[config.mk]
export PLATFORM = sky130hd
export DESIGN_NAME = subtitle_forced_object_counter
export DESIGN_NICKNAME = d
export VERILOG_FILES = /design/src/rtl/sfoc_pkg.sv /design/src/rtl/subtitle_forced_object_counter.sv /design/src/rtl/sfoc_parser.sv
export VERILOG_INCLUDE_DIRS = /design/src /design/src/rtl
export SDC_FILE = /design/constraint.sdc
export NUM_CORES = 1
export LEC_CHECK = 0
export BUFFER_PORTS_ARGS = -buffer_cell sky130_fd_sc_hd__buf_2
export CORE_MARGIN = 2
export CORE_UTILIZATION = 43
export CTS_CLUSTER_SIZE = 24
export DETAILED_ROUTE_END_ITERATION = 8
export SYNTH_ARGS = -nofsm -noshare
export SYNTH_HDL_FRONTEND = slang
export SYNTH_SLANG_ARGS = --single-unit
[constraint.sdc]
create_clock -name clk -period 4.79 [get_ports clk]
set_input_delay 0.479 -clock clk [delete_from_list [all_inputs] [get_ports clk]]
set_output_delay 0.479 -clock clk [all_outputs]
set_load 0.02 [all_outputs]
[src/rtl/subtitle_forced_object_counter_assert.svh]
// assertion macros for the subtitle forced object counter
// no dependencies; included by the top level only
`ifndef SUBTITLE_FORCED_OBJECT_COUNTER_ASSERT_SVH
`define SUBTITLE_FORCED_OBJECT_COUNTER_ASSERT_SVH
`ifndef SYNTHESIS
`define SFOC_ASSERT_IMP(label, clk, rst_n, ante, cons) \
  label: assert property (@(posedge clk) disable iff (!rst_n) (ante) |-> (cons)) \
    else $error("sfoc assertion failed");
`define SFOC_ASSERT_NXT(label, clk, rst_n, ante, cons) \
  label: assert property (@(posedge clk) disable iff (!rst_n) (ante) |=> (cons)) \
    else $error("sfoc assertion failed");
`else
`define SFOC_ASSERT_IMP(label, clk, rst_n, ante, cons)
`define SFOC_ASSERT_NXT(label, clk, rst_n, ante, cons)
`endif
`endif

[src/rtl/sfoc_pkg.sv]
// shared types and constants of the subtitle forced object counter
// no dependencies; used by sfoc_parser and the top level
package sfoc_pkg;

  localparam int COUNT_WIDTH_DEF = 32;
  localparam int OUT_WIDTH       = 32;
  localparam int CFG_IDX_W       = 2;

  localparam logic [15:0] MAGIC_RESET     = 16'h5047;
  localparam logic [7:0]  COMP_TYPE_RESET = 8'h16;

  // configuration register indexes
  localparam logic [CFG_IDX_W-1:0] REG_MAGIC     = CFG_IDX_W'(0);
  localparam logic [CFG_IDX_W-1:0] REG_COMP_TYPE = CFG_IDX_W'(1);

  // parser position codes above the header bytes
  localparam logic [3:0] POS_LAST_HDR = 4'd12;
  localparam logic [3:0] POS_FIELDS   = 4'd13;
  localparam logic [3:0] POS_ENTRIES  = 4'd14;
  localparam logic [3:0] POS_SKIP     = 4'd15;
  localparam logic [3:0] FIELD_LAST   = 4'd10;
  localparam logic [3:0] ENTRY_FLAG   = 4'd3;
  localparam logic [3:0] ENTRY_END    = 4'd7;
  localparam logic [3:0] CROP_END     = 4'd15;

  localparam int FORCED_BIT = 6;
  localparam int CROP_BIT   = 7;

  typedef enum logic [1:0] {
    STATUS_OK        = 2'd0,
    STATUS_BAD_MAGIC = 2'd1,
    STATUS_TRUNC     = 2'd2
  } status_t;

  typedef struct packed {
    logic [15:0] magic;
    logic [7:0]  comp_type;
  } cfg_t;

endpackage

[src/rtl/subtitle_forced_object_counter.sv]
// top level of the subtitle forced object counter: input and result registers,
// configuration registers; depends on sfoc_pkg, sfoc_parser and the assert header
//
// Usage: stream bytes on in_data_byte with in_valid; mark the final byte of a
// stream with in_last_byte. One result word (forced_count, object_count,
// parse_status) comes out for each final byte; other bytes give no result.
// Throughput is one byte per cycle while in_stall is low: the parser updates its
// position and counters from the byte held in the input register.
// out_valid rises as the result of a final byte in the input register is loaded.
// The result register holds one word; while it is stalled, non-final bytes
// keep flowing, and only a following final byte waits in the input register,
// which raises in_stall until out_stall drops.
// Configuration writes (magic_word at index 0, composition_type at index 1)
// are always ready and take effect at once; unknown indexes are dropped.
// Synchronous reset clears the parser state, both channels and restores the
// register defaults. After every report the parser starts a fresh stream.
module subtitle_forced_object_counter #(
  parameter int COUNT_WIDTH = sfoc_pkg::COUNT_WIDTH_DEF
) (
  input  logic                           clk,
  input  logic                           rst_n,
  input  logic                           in_valid,
  output logic                           in_stall,
  input  logic [7:0]                     in_data_byte,
  input  logic                           in_last_byte,
  output logic                           out_valid,
  input  logic                           out_stall,
  output logic [31:0]                    out_forced_count,
  output logic [31:0]                    out_object_count,
  output logic [1:0]                     out_parse_status,
  input  logic                           cfg_valid,
  output logic                           cfg_ready,
  input  logic [sfoc_pkg::CFG_IDX_W-1:0] cfg_index,
  input  logic [15:0]                    cfg_data
);

  `include "subtitle_forced_object_counter_assert.svh"

  sfoc_pkg::cfg_t         cfg_r;
  logic                   in_v_r;
  logic [7:0]             in_byte_r;
  logic                   in_last_r;
  logic                   advance;
  logic                   step;
  logic [COUNT_WIDTH-1:0] forced_nxt, object_nxt;
  sfoc_pkg::status_t      status_nxt;
  logic                   out_valid_r;
  logic [31:0]            forced_r, object_r;
  sfoc_pkg::status_t      status_r;

  assign cfg_ready = 1'b1;

  always_ff @(posedge clk) begin
    if (!rst_n) begin
      cfg_r.magic     <= sfoc_pkg::MAGIC_RESET;
      cfg_r.comp_type <= sfoc_pkg::COMP_TYPE_RESET;
    end else if (cfg_valid) begin
      case (cfg_index)
        sfoc_pkg::REG_MAGIC:     cfg_r.magic <= cfg_data;
        sfoc_pkg::REG_COMP_TYPE: cfg_r.comp_type <= cfg_data[7:0];
        default: ;
      endcase
    end
  end

  // only a final byte needs the result register
  assign advance  = !(in_v_r && in_last_r && out_valid_r && out_stall);
  assign in_stall = !advance;
  assign step     = in_v_r && advance;

  always_ff @(posedge clk) begin
    if (!rst_n) in_v_r <= 1'b0;
    else if (advance) in_v_r <= in_valid;
  end

  always_ff @(posedge clk) begin
    if (in_valid && advance) begin
      in_byte_r <= in_data_byte;
      in_last_r <= in_last_byte;
    end
  end

  sfoc_parser #(
    .COUNT_WIDTH(COUNT_WIDTH)
  ) u_parser (
    .clk       (clk),
    .rst_n     (rst_n),
    .cfg       (cfg_r),
    .step      (step),
    .data_byte (in_byte_r),
    .last_byte (in_last_r),
    .forced_nxt(forced_nxt),
    .object_nxt(object_nxt),
    .status_nxt(status_nxt)
  );

  always_ff @(posedge clk) begin
    if (!rst_n) out_valid_r <= 1'b0;
    else if (step && in_last_r) out_valid_r <= 1'b1;
    else if (!out_stall) out_valid_r <= 1'b0;
  end

  always_ff @(posedge clk) begin
    if (step && in_last_r) begin
      forced_r <= 32'(forced_nxt);
      object_r <= 32'(object_nxt);
      status_r <= status_nxt;
    end
  end

  assign out_valid        = out_valid_r;
  assign out_forced_count = forced_r;
  assign out_object_count = object_r;
  assign out_parse_status = status_r;

  `SFOC_ASSERT_NXT(a_result_loaded, clk, rst_n, step && in_last_r, out_valid_r)
  `SFOC_ASSERT_NXT(a_result_kept, clk, rst_n, out_valid_r && out_stall, out_valid_r)
  `SFOC_ASSERT_IMP(a_status_code, clk, rst_n, out_valid_r, status_r != 2'd3)
  `SFOC_ASSERT_IMP(a_stall_cause, clk, rst_n, in_stall, in_v_r && out_valid_r)

endmodule

[src/rtl/sfoc_parser.sv]
// byte-wise segment parser: position tracking, object and forced counters
// depends on sfoc_pkg
module sfoc_parser #(
  parameter int COUNT_WIDTH = sfoc_pkg::COUNT_WIDTH_DEF
) (
  input  logic                   clk,
  input  logic                   rst_n,
  input  sfoc_pkg::cfg_t         cfg,
  input  logic                   step,
  input  logic [7:0]             data_byte,
  input  logic                   last_byte,
  output logic [COUNT_WIDTH-1:0] forced_nxt,
  output logic [COUNT_WIDTH-1:0] object_nxt,
  output sfoc_pkg::status_t      status_nxt
);

  logic [3:0]             hp_r, hp_nxt;
  logic [7:0]             kind_r, kind_nxt;
  logic [15:0]            pl_r, pl_nxt;
  logic [3:0]             fp_r, fp_nxt;
  logic [7:0]             el_r, el_nxt;
  logic                   crop_r, crop_nxt;
  logic [COUNT_WIDTH-1:0] forced_r, object_r;
  sfoc_pkg::status_t      err_r, err_nxt;

  logic [COUNT_WIDTH:0]   obj_sum, frc_sum;

  assign obj_sum = {1'b0, object_r} + (COUNT_WIDTH+1)'(data_byte);
  assign frc_sum = {1'b0, forced_r} + (COUNT_WIDTH+1)'(1);

  always_comb begin
    hp_nxt     = hp_r;
    kind_nxt   = kind_r;
    pl_nxt     = pl_r;
    fp_nxt     = fp_r;
    el_nxt     = el_r;
    crop_nxt   = crop_r;
    forced_nxt = forced_r;
    object_nxt = object_r;
    err_nxt    = err_r;
    if (err_r == sfoc_pkg::STATUS_OK) begin
      if (hp_r <= sfoc_pkg::POS_LAST_HDR) begin
        hp_nxt = hp_r + 4'd1;
        if (hp_r == 4'd0 && data_byte != cfg.magic[15:8]) begin
          err_nxt = sfoc_pkg::STATUS_BAD_MAGIC;
          hp_nxt  = hp_r;
        end
        if (hp_r == 4'd1 && data_byte != cfg.magic[7:0]) begin
          err_nxt = sfoc_pkg::STATUS_BAD_MAGIC;
          hp_nxt  = hp_r;
        end
        if (hp_r == 4'd10) kind_nxt = data_byte;
        if (hp_r == 4'd11) pl_nxt = {data_byte, 8'h00};
        if (hp_r == sfoc_pkg::POS_LAST_HDR) begin
          pl_nxt   = {pl_r[15:8], data_byte};
          fp_nxt   = '0;
          el_nxt   = '0;
          crop_nxt = 1'b0;
          if ({pl_r[15:8], data_byte} == 16'd0) hp_nxt = 4'd0;
          else if (kind_r == cfg.comp_type) hp_nxt = sfoc_pkg::POS_FIELDS;
          else hp_nxt = sfoc_pkg::POS_SKIP;
        end
      end else begin
        pl_nxt = pl_r - 16'd1;
        if (hp_r == sfoc_pkg::POS_FIELDS) begin
          if (fp_r == sfoc_pkg::FIELD_LAST) begin
            object_nxt = obj_sum[COUNT_WIDTH] ? '1 : obj_sum[COUNT_WIDTH-1:0];
            el_nxt     = data_byte;
            fp_nxt     = '0;
            hp_nxt     = (data_byte == 8'd0) ? sfoc_pkg::POS_SKIP : sfoc_pkg::POS_ENTRIES;
          end else begin
            fp_nxt = fp_r + 4'd1;
          end
        end else if (hp_r == sfoc_pkg::POS_ENTRIES) begin
          if (fp_r == sfoc_pkg::ENTRY_FLAG) begin
            if (data_byte[sfoc_pkg::FORCED_BIT])
              forced_nxt = frc_sum[COUNT_WIDTH] ? '1 : frc_sum[COUNT_WIDTH-1:0];
            crop_nxt = data_byte[sfoc_pkg::CROP_BIT];
          end
          // entry ends after 8 bytes, or 16 with crop fields
          if (crop_nxt ? (fp_r == sfoc_pkg::CROP_END) : (fp_r >= sfoc_pkg::ENTRY_END)) begin
            fp_nxt   = '0;
            crop_nxt = 1'b0;
            el_nxt   = el_r - 8'd1;
            if (el_r == 8'd1) hp_nxt = sfoc_pkg::POS_SKIP;
          end else begin
            fp_nxt = fp_r + 4'd1;
          end
        end
        // payload used up: back to header whatever was in progress
        if (pl_r == 16'd1) begin
          hp_nxt   = 4'd0;
          fp_nxt   = '0;
          el_nxt   = '0;
          crop_nxt = 1'b0;
        end
      end
    end
  end

  always_comb begin
    status_nxt = err_nxt;
    if (err_nxt == sfoc_pkg::STATUS_OK &&
        ((hp_nxt != 4'd0 && hp_nxt <= sfoc_pkg::POS_LAST_HDR) ||
         hp_nxt == sfoc_pkg::POS_FIELDS))
      status_nxt = sfoc_pkg::STATUS_TRUNC;
  end

  always_ff @(posedge clk) begin
    if (!rst_n || (step && last_byte)) begin
      hp_r     <= '0;
      kind_r   <= '0;
      pl_r     <= '0;
      fp_r     <= '0;
      el_r     <= '0;
      crop_r   <= 1'b0;
      forced_r <= '0;
      object_r <= '0;
      err_r    <= sfoc_pkg::STATUS_OK;
    end else if (step) begin
      hp_r     <= hp_nxt;
      kind_r   <= kind_nxt;
      pl_r     <= pl_nxt;
      fp_r     <= fp_nxt;
      el_r     <= el_nxt;
      crop_r   <= crop_nxt;
      forced_r <= forced_nxt;
      object_r <= object_nxt;
      err_r    <= err_nxt;
    end
  end

endmodule

==> results of run 1 <==
routing by layer:
layer / track usage (%) / share of wire, %
met5: 0 / 0
met4: 6.061 / 2.8
met3: 2.500 / 4.8
met2: 33.80 / 46
met1: 27.97 / 47
cell families (layout without fill, tap and decap cells):
| family | after synthesis | in the layout |
|---|---|---|
| other cells | 1 | 1 |
| compound gates | 308 | 308 |
| buf+inv | 96 | 170 |
| xor+xnor | 61 | 61 |
| simple gates | 505 | 505 |
| mux | 27 | 27 |
| fa+ha+maj | 22 | 22 |
| flops | 208 | 208 |
report_power, final:
group	total, W	switching, W	internal (W)
Clock	0.00192	0.000736	0.00118
Combinational	0.000197	0.000131	0.0000666
Sequential	0.00188	0.0000320	0.00185
Total	0.00400	0.000898	0.00310
state kept, by name (all words and copies together), names as in the netlist:
signal / cells
cfg_r: 24
in_byte_r: 8
in_last_r: 1
in_v_r: 1
out_forced_count: 32
out_object_count: 32
out_parse_status: 2
out_valid: 1
u_parser.crop_r: 1
u_parser.el_r: 8
u_parser.err_r: 2
u_parser.forced_r: 32
u_parser.fp_r: 4
u_parser.hp_r: 4
u_parser.kind_r: 8
u_parser.object_r: 32
u_parser.pl_r: 16
synthesized netlist by cell type, types with 7 or more instances:
cell and number:
xnor2_1 37, and3_1 25, nand4_1 19, nor4_1 14, a21oi_1 97, nand3b_1 7
nor2b_1 10, o21ai_0 57, and2_1 14, xor2_1 24, a311oi_1 22, or3_1 9
dfxtp_1 133, mux2i_1 23, inv_1 18, and4_1 8, buf_2 13, a22oi_1 8
nand2_1 149, nor2_1 138, a21boi_0 12, ha_1 20, edfxtp_1 75, nor3_1 33
clkbuf_1 54, a211oi_1 23, a31oi_1 20, nand3_1 41
how the worst max path moves through the flow:
stage / from / end / cells past startpoint
2_1_floorplan: out_valid / u_parser.object_r[31] / 6
3_3_place_gp: u_parser.hp_r[0] / out_forced_count[31] / 9
3_5_place_dp: u_parser.hp_r[0] / out_forced_count[31] / 9
4_1_cts: u_parser.hp_r[0] / out_forced_count[31] / 9
5_1_grt: u_parser.hp_r[0] / out_forced_count[29] / 9
6_report: u_parser.hp_r[0] / out_object_count[31] / 8
stage by stage:
step                      cell area [um2]  cells  total power [W]  hold WS (ns)  utilization [%]
after floorplan                     11030   1228         0.002046        0.4518                -
after detailed placement            11650   1588         0.002116        0.4702            46.28
after global placement              11650   1588         0.002114        0.4630            46.28
after global routing                12500   1632         0.004140        0.1158            49.62
after CTS                           12500   1632         0.004041        0.1145            49.62
final                               12500   1632         0.003998        0.1258            49.62
critical path: stages (launching register included):
cell      delay, ns
dfxtp_1        0.43
inv_1          0.12
ha_1           0.48
nand3b_1       0.63
nor3_4         0.52
nand3_1        0.30
nor4_1         0.62
xnor2_1        0.18
nand2_1        0.06
final cells by class:
class                   count  area share [%]
clock inverters            14           1.512
flip-flops and latches    208           39.33
clock buffers              30           5.227
multi-input cells         924           45.58
inverters                  18          0.5407
repair buffers            108           4.506
well taps                 330           3.304
==> reports/qor.yml, run 1 <==
cts_max_path_buffers: 3
synth_seq_cells: 208
hold_end: "in_byte_r[7]"
drtIter0Drc: 553
ir_drop_mv: 0.2277
rows: 58
seq_area_frac_synth_pct: 44.57
grt_pass1_wl_um: 44950
muxShareOfSynthArea_pct: 2.496
setup_viol: 0
yosys_warnings: 0
crit_type: "reg2reg"
cts.sinks: 208
drv_cap: 0
cts_tree: "done"
num_io_pins: 101
outcome: "finished clean"
synthFlopType: "dfxtp_1"
min_period_over_period_pct: 75.04
root_buffer: "clkbuf_16"
num_vias: 9346
num_antenna_cells: 0
clkLatencyLatePin_ns: 0.54
end_kind: "flip-flop"
antenna_found_initial: 0
max_freq_mhz: 278.2
r2r_slack_ns: 1.20
grt_pass1_vias: 8712
regArea_um2: 4915
wirelength_um: 27630
synth_cell_types: 89
htreeDepth: 1
r2r-start: "u_parser.hp_r[0]"
synth_compound_gate_area_share_pct: 18.53
multi_input_area_um2: 5695
gp_routability_congestion: 0.8638
synth.avg_cell_area_um2: 8.980
syn_to_final_growth_pct: 13.32
synthSimpleGateAreaFrac_pct: 23.06
drc: 0
netlist_area_um2: 11030
layout-drive-gt1-share_pct: 14.59
synth_top_cell_area_share_pct: 24.15
die_h_um: 164.1
r2r_cells: 8
synth_edf_count: 75
die_w_um: 164.1
grt_usage_pct: 20.42
initial_core_util_pct: 43.79
r2r_end: "out_object_count[31]"
setup_ws_ns: 1.195
leakagePower_nw: 4.881
worstHoldStart: "in_data_byte[7]"
worstPathRequired_ns: 5.08
dr.pass1.iters: 5
synth_top_cell_by_area: "dfxtp_1"
cts_setup_buffers: 0
whs_path_depth: 1
final_max_slew_viol_count: 0
arrival_ns: 3.88
place_ws_ns: 1.241
final_nets: 1337
synth_nets: 1281
async_flop_share_pct: 0
ant_nets: 0
io_buffer_count: 99
mostFrequentLayoutCell: "nand2_1"
hold_buffers: 0
final_cell_mix: "149 x nand2_1, 138 x nor2_1, 133 x dfxtp_1, 99 x buf_2, 96 x a21oi_1"
grt_max_degree: 58
synth-xor-area-share_pct: 4.845
viasPerCell: 5.727
finalHoldViolations: 0
gr-total-overflow: 0
postCtsResizedCells: 0
fin_worst_skew_ns: 0.01821
hp-class: "in2reg"
core_um2: 25180
worst_pin_slew_ns: 1.210
die_area_um2: 26940
synthAdderAreaFrac_pct: 2.542
synth_area_leaders: "dfxtp_1 24%, edfxtp_1 20%, nand2_1 5.1%, nor2_1 4.7%, a21oi_1 4.4%"
wl_per_cell_um: 16.93
fin_tns_setup_ns: 0
cts_buffers: 24
crit_fanout: 24
slew_headroom_pct: 19.33
hpwl_um: 18880
power_density_nw_per_um2: 320.0
cp-start-kind: "flip-flop"
synth_top_family_by_area: "simple AND/OR/NAND/NOR gates"
syn_inst: 1228
rsz0062_at_grt: "false"
num-fill-cells: 2426
period_needed_ns: 3.595
path_clk_slew_ns: 0.06
No activity file was read; power rests on OpenSTA's default activity.
==> run 2: changes to the inputs <==
clock period = 2.92 ns   (was 4.79 ns; I/O delays follow)
==> run 2 against run 1 <==
Worst setup slack worse by 1.1 ns; non-clock buffer count is 65 higher; global-route usage is 0.95 points higher; sequential share of layout area is 1.7 points lower; clock power is 66% higher; largest cell class unchanged; largest power group unchanged; highest routed layer unchanged.
==> reports/qor.yml, run 2 (synthesis results as in run 1) <==
stdcell_count: 1697  # +4.0%
num_io_pins: 101  # unchanged
arrival_ns: 3.05  # -0.83 ns
path_buf_inv: 1  # unchanged
gp_routability_congestion: 0.9461  # +9.5%
mostFrequentLayoutCell: "nand2_1"
crit_end: "out_object_count[27]"
final_cell_mix: "148 x nand2_1, 137 x nor2_1, 131 x dfxtp_1, 99 x buf_2, 95 x a21oi_1"
crit_fanout: 9  # -63%
initial_core_util_pct: 43.79  # unchanged
die_h_um: 164.1  # unchanged
design_area_um2: 13070  # +4.6%
r2r_slack_ns: 0.13  # -1.06 ns
cts_setup_buffers: 0  # unchanged
grt_pass1_wl_um: 46470  # +3.4%
layout-drive-gt1-share_pct: 18.22  # +3.6 points
grt_max_degree: 49  # -16%
multi_input_area_um2: 5722  # +0.46%
wirelength_um: 28920  # +4.7%
end_kind: "flip-flop"
worst_pin_slew_ns: 0.9192  # -0.2908 ns
slew_headroom_pct: 38.49  # +19 points
wl_per_cell_um: 17.04  # +0.68%
ir_drop_mv: 0.3716  # +63%
core_um2: 25180  # unchanged
cts_tree: "done"
power_density_nw_per_um2: 507.4  # +59%
cts.sinks: 208  # unchanged
r2r_end: "out_object_count[27]"
io_buffer_count: 99  # unchanged
hpwl_um: 20030  # +6.1%
critical_path.startpoint: "in_byte_r[0]"
clkLatencyLatePin_ns: 0.53  # about the same
r2r-start: "in_byte_r[0]"
antenna_found_initial: 0  # unchanged
period_needed_ns: 2.786  # -0.8083 ns
cp.depth: 10  # +2
htreeDepth: 1  # unchanged
cts_buffers: 24  # unchanged
dp_cells: 1639  # +3.2%
r2r_cells: 10  # +2
die_area_um2: 26940  # unchanged
worstPathRequired_ns: 3.18  # -1.90 ns
rsz0062_at_grt: "false"
ant_nets: 0  # unchanged
outcome: "finished clean"
leakagePower_nw: 5.215  # +6.8%
grt_usage_pct: 21.37  # +0.95 points
cts_max_path_buffers: 3  # unchanged
crit_family: "compound AO/OA/AOI/OAI gates"
die_w_um: 164.1  # unchanged
drc: 0  # unchanged
root_buffer: "clkbuf_16"
viasPerCell: 5.626  # -1.8%
num-fill-cells: 2354  # -3.0%
final_nets: 1402  # +4.9%
crit_type: "reg2reg"
path_clk_slew_ns: 0.06  # about the same
grt_pass1_vias: 8749  # +0.42%
num_antenna_cells: 0  # unchanged
rows: 58  # unchanged
fin_worst_skew_ns: 0.01023  # -0.007975 ns
fin_tns_setup_ns: 0  # unchanged
final_max_slew_viol_count: 0  # unchanged
gr-total-overflow: 0  # unchanged
setup_viol: 0  # unchanged
dr.pass1.iters: 6  # +1
finalHoldViolations: 0  # unchanged
finalPower_w: 0.006629  # +66%
cpMaxStageDelayCell: "fa_1"
crit_path_cell_trace: "ha_1, fa_1, a211oi_2, o21ai_0, a31o_2, buf_4, nand3_1, o21ai_0, a21oi_1, a31oi_1"
cpPeakStageDelay_ns: 0.45  # -0.18 ns
cp_common_cell: "o21ai_0"
min_period_over_period_pct: 95.42  # +20 points
regArea_um2: 4917  # about the same
hp-class: "in2reg"
dpl_cell_area_um2: 12050  # +3.4%
cp-start-kind: "flip-flop"
drtIter0Drc: 636  # +15%
drv_cap: 0  # unchanged
num_vias: 9548  # +2.2%
max_freq_mhz: 358.9  # +29%
syn_to_final_growth_pct: 18.48
## run 2: cell types whose count changed in the layout (fill, tap and decap cells not counted), moves of 2 or more
cell and change:
dlygate4sd3_1 +14, clkbuf_16 +2, clkbuf_8 +4, bufinv_16 -2
dfxtp_2 +2, clkinv_4 -2, dfxtp_1 -2, buf_4 +50
## run 2: worst min-delay path: stages
cell	delay (ns)
buf_2	0.10
nand2_1	0.04
a21boi_0	0.06
## run 2: cell type report
| class | count | area share [%] |
|---|---|---|
| clock buffer | 37 | 5.832 |
| timing repair buffer | 173 | 8.408 |
| clock inverter | 7 | 0.6512 |
| multi-input combinational | 924 | 43.79 |
| sequential | 208 | 37.64 |
| tap | 330 | 3.160 |
| inverter | 18 | 0.5171 |
## run 2: per-layer routing
layer,vias up,part of all wire [%],GRT usage [%]
li1,4749,-,-
met1,4455,46,29.58
met2,294,46,35.28
met3,50,5.8,3.182
met4,0,2.0,4.904
met5,-,0,0
## run 2: worst min-delay path by stage
stage          slack, ns  cells after the start            to             from
2_1_floorplan       0.39                      0  in_byte_r[0]  in_data_byte[0]
3_3_place_gp        0.46                      2     cfg_r[12]        cfg_r[12]
3_5_place_dp        0.47                      2     cfg_r[17]        cfg_r[17]
4_1_cts            0.002                      3     cfg_r[16]      cfg_data[8]
5_1_grt             0.02                      3      cfg_r[9]      cfg_data[1]
6_report            0.02                      3     cfg_r[21]     cfg_data[13]
## run 2: repair_timing
action,4_1_cts,5_1_grt
hold buffers,14,0
resized for setup,0,9
setup endpoints to repair,0,29
endpoints found under the hold margin,14,0
## run 2: report_power, final
part | switching (W) | internal (W)
clock network | 0.00121 | 0.00197
registers | 0.0000271 | 0.00303
logic | 0.000249 | 0.000145
total | 0.00149 | 0.00514
## run 2: per-stage QoR
stage / util [%] / hold WS, ns / worst slack [ns]
floorplan: - / 0.3909 / 0.2076
global placement: 47.84 / 0.4629 / 0.1596
detailed placement: 47.84 / 0.4697 / 0.06238
CTS: 51.76 / 0.001933 / 0.03669
global route: 51.88 / 0.01501 / 0.001848
finish: 51.88 / 0.01796 / 0.1337
==> run 3: changes to the inputs <==
--- a/config.mk
+++ b/config.mk
@@ -9,7 +9,8 @@
 export BUFFER_PORTS_ARGS = -buffer_cell sky130_fd_sc_hd__buf_2
 export CORE_MARGIN = 2
-export CORE_UTILIZATION = 43
+export CORE_UTILIZATION = 54
 export CTS_CLUSTER_SIZE = 24
 export DETAILED_ROUTE_END_ITERATION = 8
+export PLACE_DENSITY = 0.76
 export SYNTH_ARGS = -nofsm -noshare
 export SYNTH_HDL_FRONTEND = slang
==> constraint.sdc (replaced) <==
create_clock -name clk -period 2.92 [get_ports clk]
set_input_delay 0.584 -clock clk [delete_from_list [all_inputs] [get_ports clk]]
set_output_delay 0.584 -clock clk [all_outputs]
set_load 0.02 [all_outputs]
==> run 3 against run 2 <==
Wire length shrank 4.3%; first-iteration DRC count grew 34%; non-clock buffer count shrank 18; critical endpoint is now out_forced_count[31]; register-to-register slack lost 0.04 ns; die area shrank 20%; highest routed layer unchanged; sequential share of layout area grew 1.1 points; power shrank 6.4%; fmax shrank 1.5%; via count grew 1.3%.
==> reports/qor.yml, run 3 (synthesis results as in run 1) <==
viasPerCell: 5.987  # +6.4%
pwr-share-clk_pct: 44.6  # -3.3 points
cpPeakStageDelay_ns: 0.57  # +0.12 ns
worst_pin_slew_ns: 0.8218  # -0.09738 ns
gr-total-overflow: 0  # unchanged
setup_viol: 0  # unchanged
r2r_slack_ns: 0.09  # -0.04 ns
cts_tree: "done"
num_vias: 9669  # +1.3%
layout-drive-gt1-share_pct: 17.77  # -0.45 points
power_density_nw_per_um2: 488.8  # -3.7%
slew_headroom_pct: 45.21  # +6.7 points
htreeDepth: 1  # unchanged
fin_worst_skew_ns: 0.01089  # +0.0006602 ns
grt_pass1_wl_um: 45750  # -1.6%
end_kind: "flip-flop"
grt_pass1_vias: 9109  # +4.1%
gp_routability_congestion: 0.9314  # -1.6%
crit_fanout: 10  # +1
r2r_cells: 9  # -1
num-fill-cells: 1731  # -26%
arrival_ns: 3.07  # +0.02 ns
final_nets: 1382  # -1.4%
mostFrequentLayoutCell: "nand2_1"
ir_drop_mv: 0.4308  # +16%
intPower_w: 0.004775  # -7.2%
crit_path_cell_trace: "inv_1, ha_1, and4bb_1, nand4_1, nor2_2, or4b_4, nor2_1, xnor2_1, nand2_1"
worstPathRequired_ns: 3.16  # -0.02 ns
cts.sinks: 208  # unchanged
antenna_found_initial: 0  # unchanged
die_area_um2: 21580  # -20%
crit_end: "out_forced_count[31]"
r2r-start: "u_parser.hp_r[1]"
outcome: "finished clean"
cts_buffers: 22  # -8.3%
max_freq_mhz: 353.5  # -1.5%
initial_core_util_pct: 54.67  # +11 points
stdcell_count: 1615  # -4.8%
finalHoldViolations: 0  # unchanged
seq_power_share_pct: 49.3  # +3.1 points
final_max_slew_viol_count: 0  # unchanged
drtIter0Drc: 851  # +34%
p_sw_w: 0.001431  # -3.6%
io_buffer_count: 99  # unchanged
cp-start-kind: "flip-flop"
rows: 52  # -10%
die_h_um: 146.9  # -11%
dp_cells: 1575  # -3.9%
cts_max_path_buffers: 3  # unchanged
p_comb_share_pct: 6.1  # +0.2 points
path_clk_slew_ns: 0.06  # about the same
grt_max_degree: 37  # -24%
syn_to_final_growth_pct: 15.15
wl_per_cell_um: 17.14  # +0.56%
clkLatencyLatePin_ns: 0.51  # -0.02 ns
crit_type: "reg2reg"
final_cell_mix: "148 x nand2_1, 137 x nor2_1, 133 x dfxtp_1, 99 x buf_2, 95 x a21oi_1"
cpMaxStageDelayCell: "or4b_4"
grt_usage_pct: 25.51  # +4.1 points
num_antenna_cells: 0  # unchanged
dr.pass1.iters: 5  # -1
num_io_pins: 101  # unchanged
period_needed_ns: 2.829  # +0.04270 ns
core_um2: 20170  # -20%
root_buffer: "clkbuf_16"
die_w_um: 146.9  # -11%
min_period_over_period_pct: 96.88  # +1.5 points
leakagePower_nw: 5.052  # -3.1%
hp-class: "in2reg"
hold_buffers: 0  # -14
fin_tns_setup_ns: 0  # unchanged
hpwl_um: 19090  # -4.7%
critical_path.startpoint: "u_parser.hp_r[1]"
setup_ws_ns: 0.09102  # -0.04270 ns
ant_nets: 0  # unchanged
place_ws_ns: -0.01696  # -0.07934 ns
drv_cap: 0  # unchanged
wirelength_um: 27680  # -4.3%
drc: 0  # unchanged
r2r_end: "out_forced_count[31]"
netSwitchingFraction_pct: 23.06  # +0.65 points
run 3: changes by cell type in the layout (fill, tap and decap cells not counted), moves of 2 or more:
cell / delta
buf_4: -5
clkbuf_1: -4
clkbuf_16: -3
clkbuf_8: -7
clkinv_1: +4
clkinv_2: +2
clkinvlp_4: +5
dfxtp_1: +2
dfxtp_2: -2
dlygate4sd3_1: -14
run 3: per-layer routing:
layer	share of wire, %	global-route usage (%)
met5	0	0
met4	2.3	7.548
met3	6.2	3.727
met2	47	42.04
met1	44	35.18
run 3: what timing repair did:
action | 4_1_cts | 5_1_grt
cloned | 0 | 0
setup endpoints to repair | 1 | 26
gates resized for setup | 1 | 6
pin swaps | 0 | 2
buffers inserted | 0 | 0
run 3: how the worst min path moves through the flow:
| stage | to | cells past startpoint | start |
|---|---|---|---|
| 3_5_place_dp | cfg_r[12] | 2 | cfg_r[12] |
| 3_3_place_gp | cfg_r[11] | 2 | cfg_r[11] |
| 6_report | in_last_r | 1 | in_last_byte |
| 4_1_cts | in_last_r | 1 | in_last_byte |
| 2_1_floorplan | u_parser.err_r[1] | 2 | u_parser.err_r[1] |
| 5_1_grt | in_byte_r[5] | 1 | in_data_byte[5] |
run 3: power by group through the flow:
| stage | sequential [W] | clock [W] | combinational [W] |
|---|---|---|---|
| floorplan | 0.00313 | 0 | 0.000230 |
| global placement | 0.00312 | 0 | 0.000368 |
| detailed placement | 0.00312 | 0 | 0.000374 |
| CTS | 0.00306 | 0.00282 | 0.000377 |
| global route | 0.00306 | 0.00294 | 0.000415 |
| finish | 0.00306 | 0.00277 | 0.000381 |
run 3: layout make-up:
class	instances	area [um2]	area share (%)
Timing Repair Buffer	155	940.9	7.410
Inverter	18	67.56	0.5321
Clock inverter	17	141.4	1.114
Multi-Input combinational cell	924	5719	45.04
Tap cell	270	337.8	2.661
Sequential cell	208	4915	38.71
Clock buffer	23	575.6	4.533
run 3: critical path: cells and delay by family (launching register included):
kind	cells	cell delay (ns)
XOR/XNOR	1	0.15
flip-flops	1	0.42
AND/OR/NAND/NOR	6	1.64
adder cells (fa/ha/maj)	1	0.24
buffers and inverters	1	0.12
run 3: stage by stage:
| stage | hold slack (ns) | utilization [%] | total power [W] | cell area (um2) |
|---|---|---|---|---|
| 3_3_place_gp | 0.4642 | 59.27 | 0.003489 | 11950 |
| 2_1_floorplan | 0.4518 | - | 0.003356 | 11040 |
| 4_1_cts | 0.2412 | 62.85 | 0.006252 | 12680 |
| 3_5_place_dp | 0.4700 | 59.27 | 0.003497 | 11950 |
| 5_1_grt | 0.2438 | 62.95 | 0.006414 | 12700 |
| 6_report | 0.2524 | 62.95 | 0.006207 | 12700 |
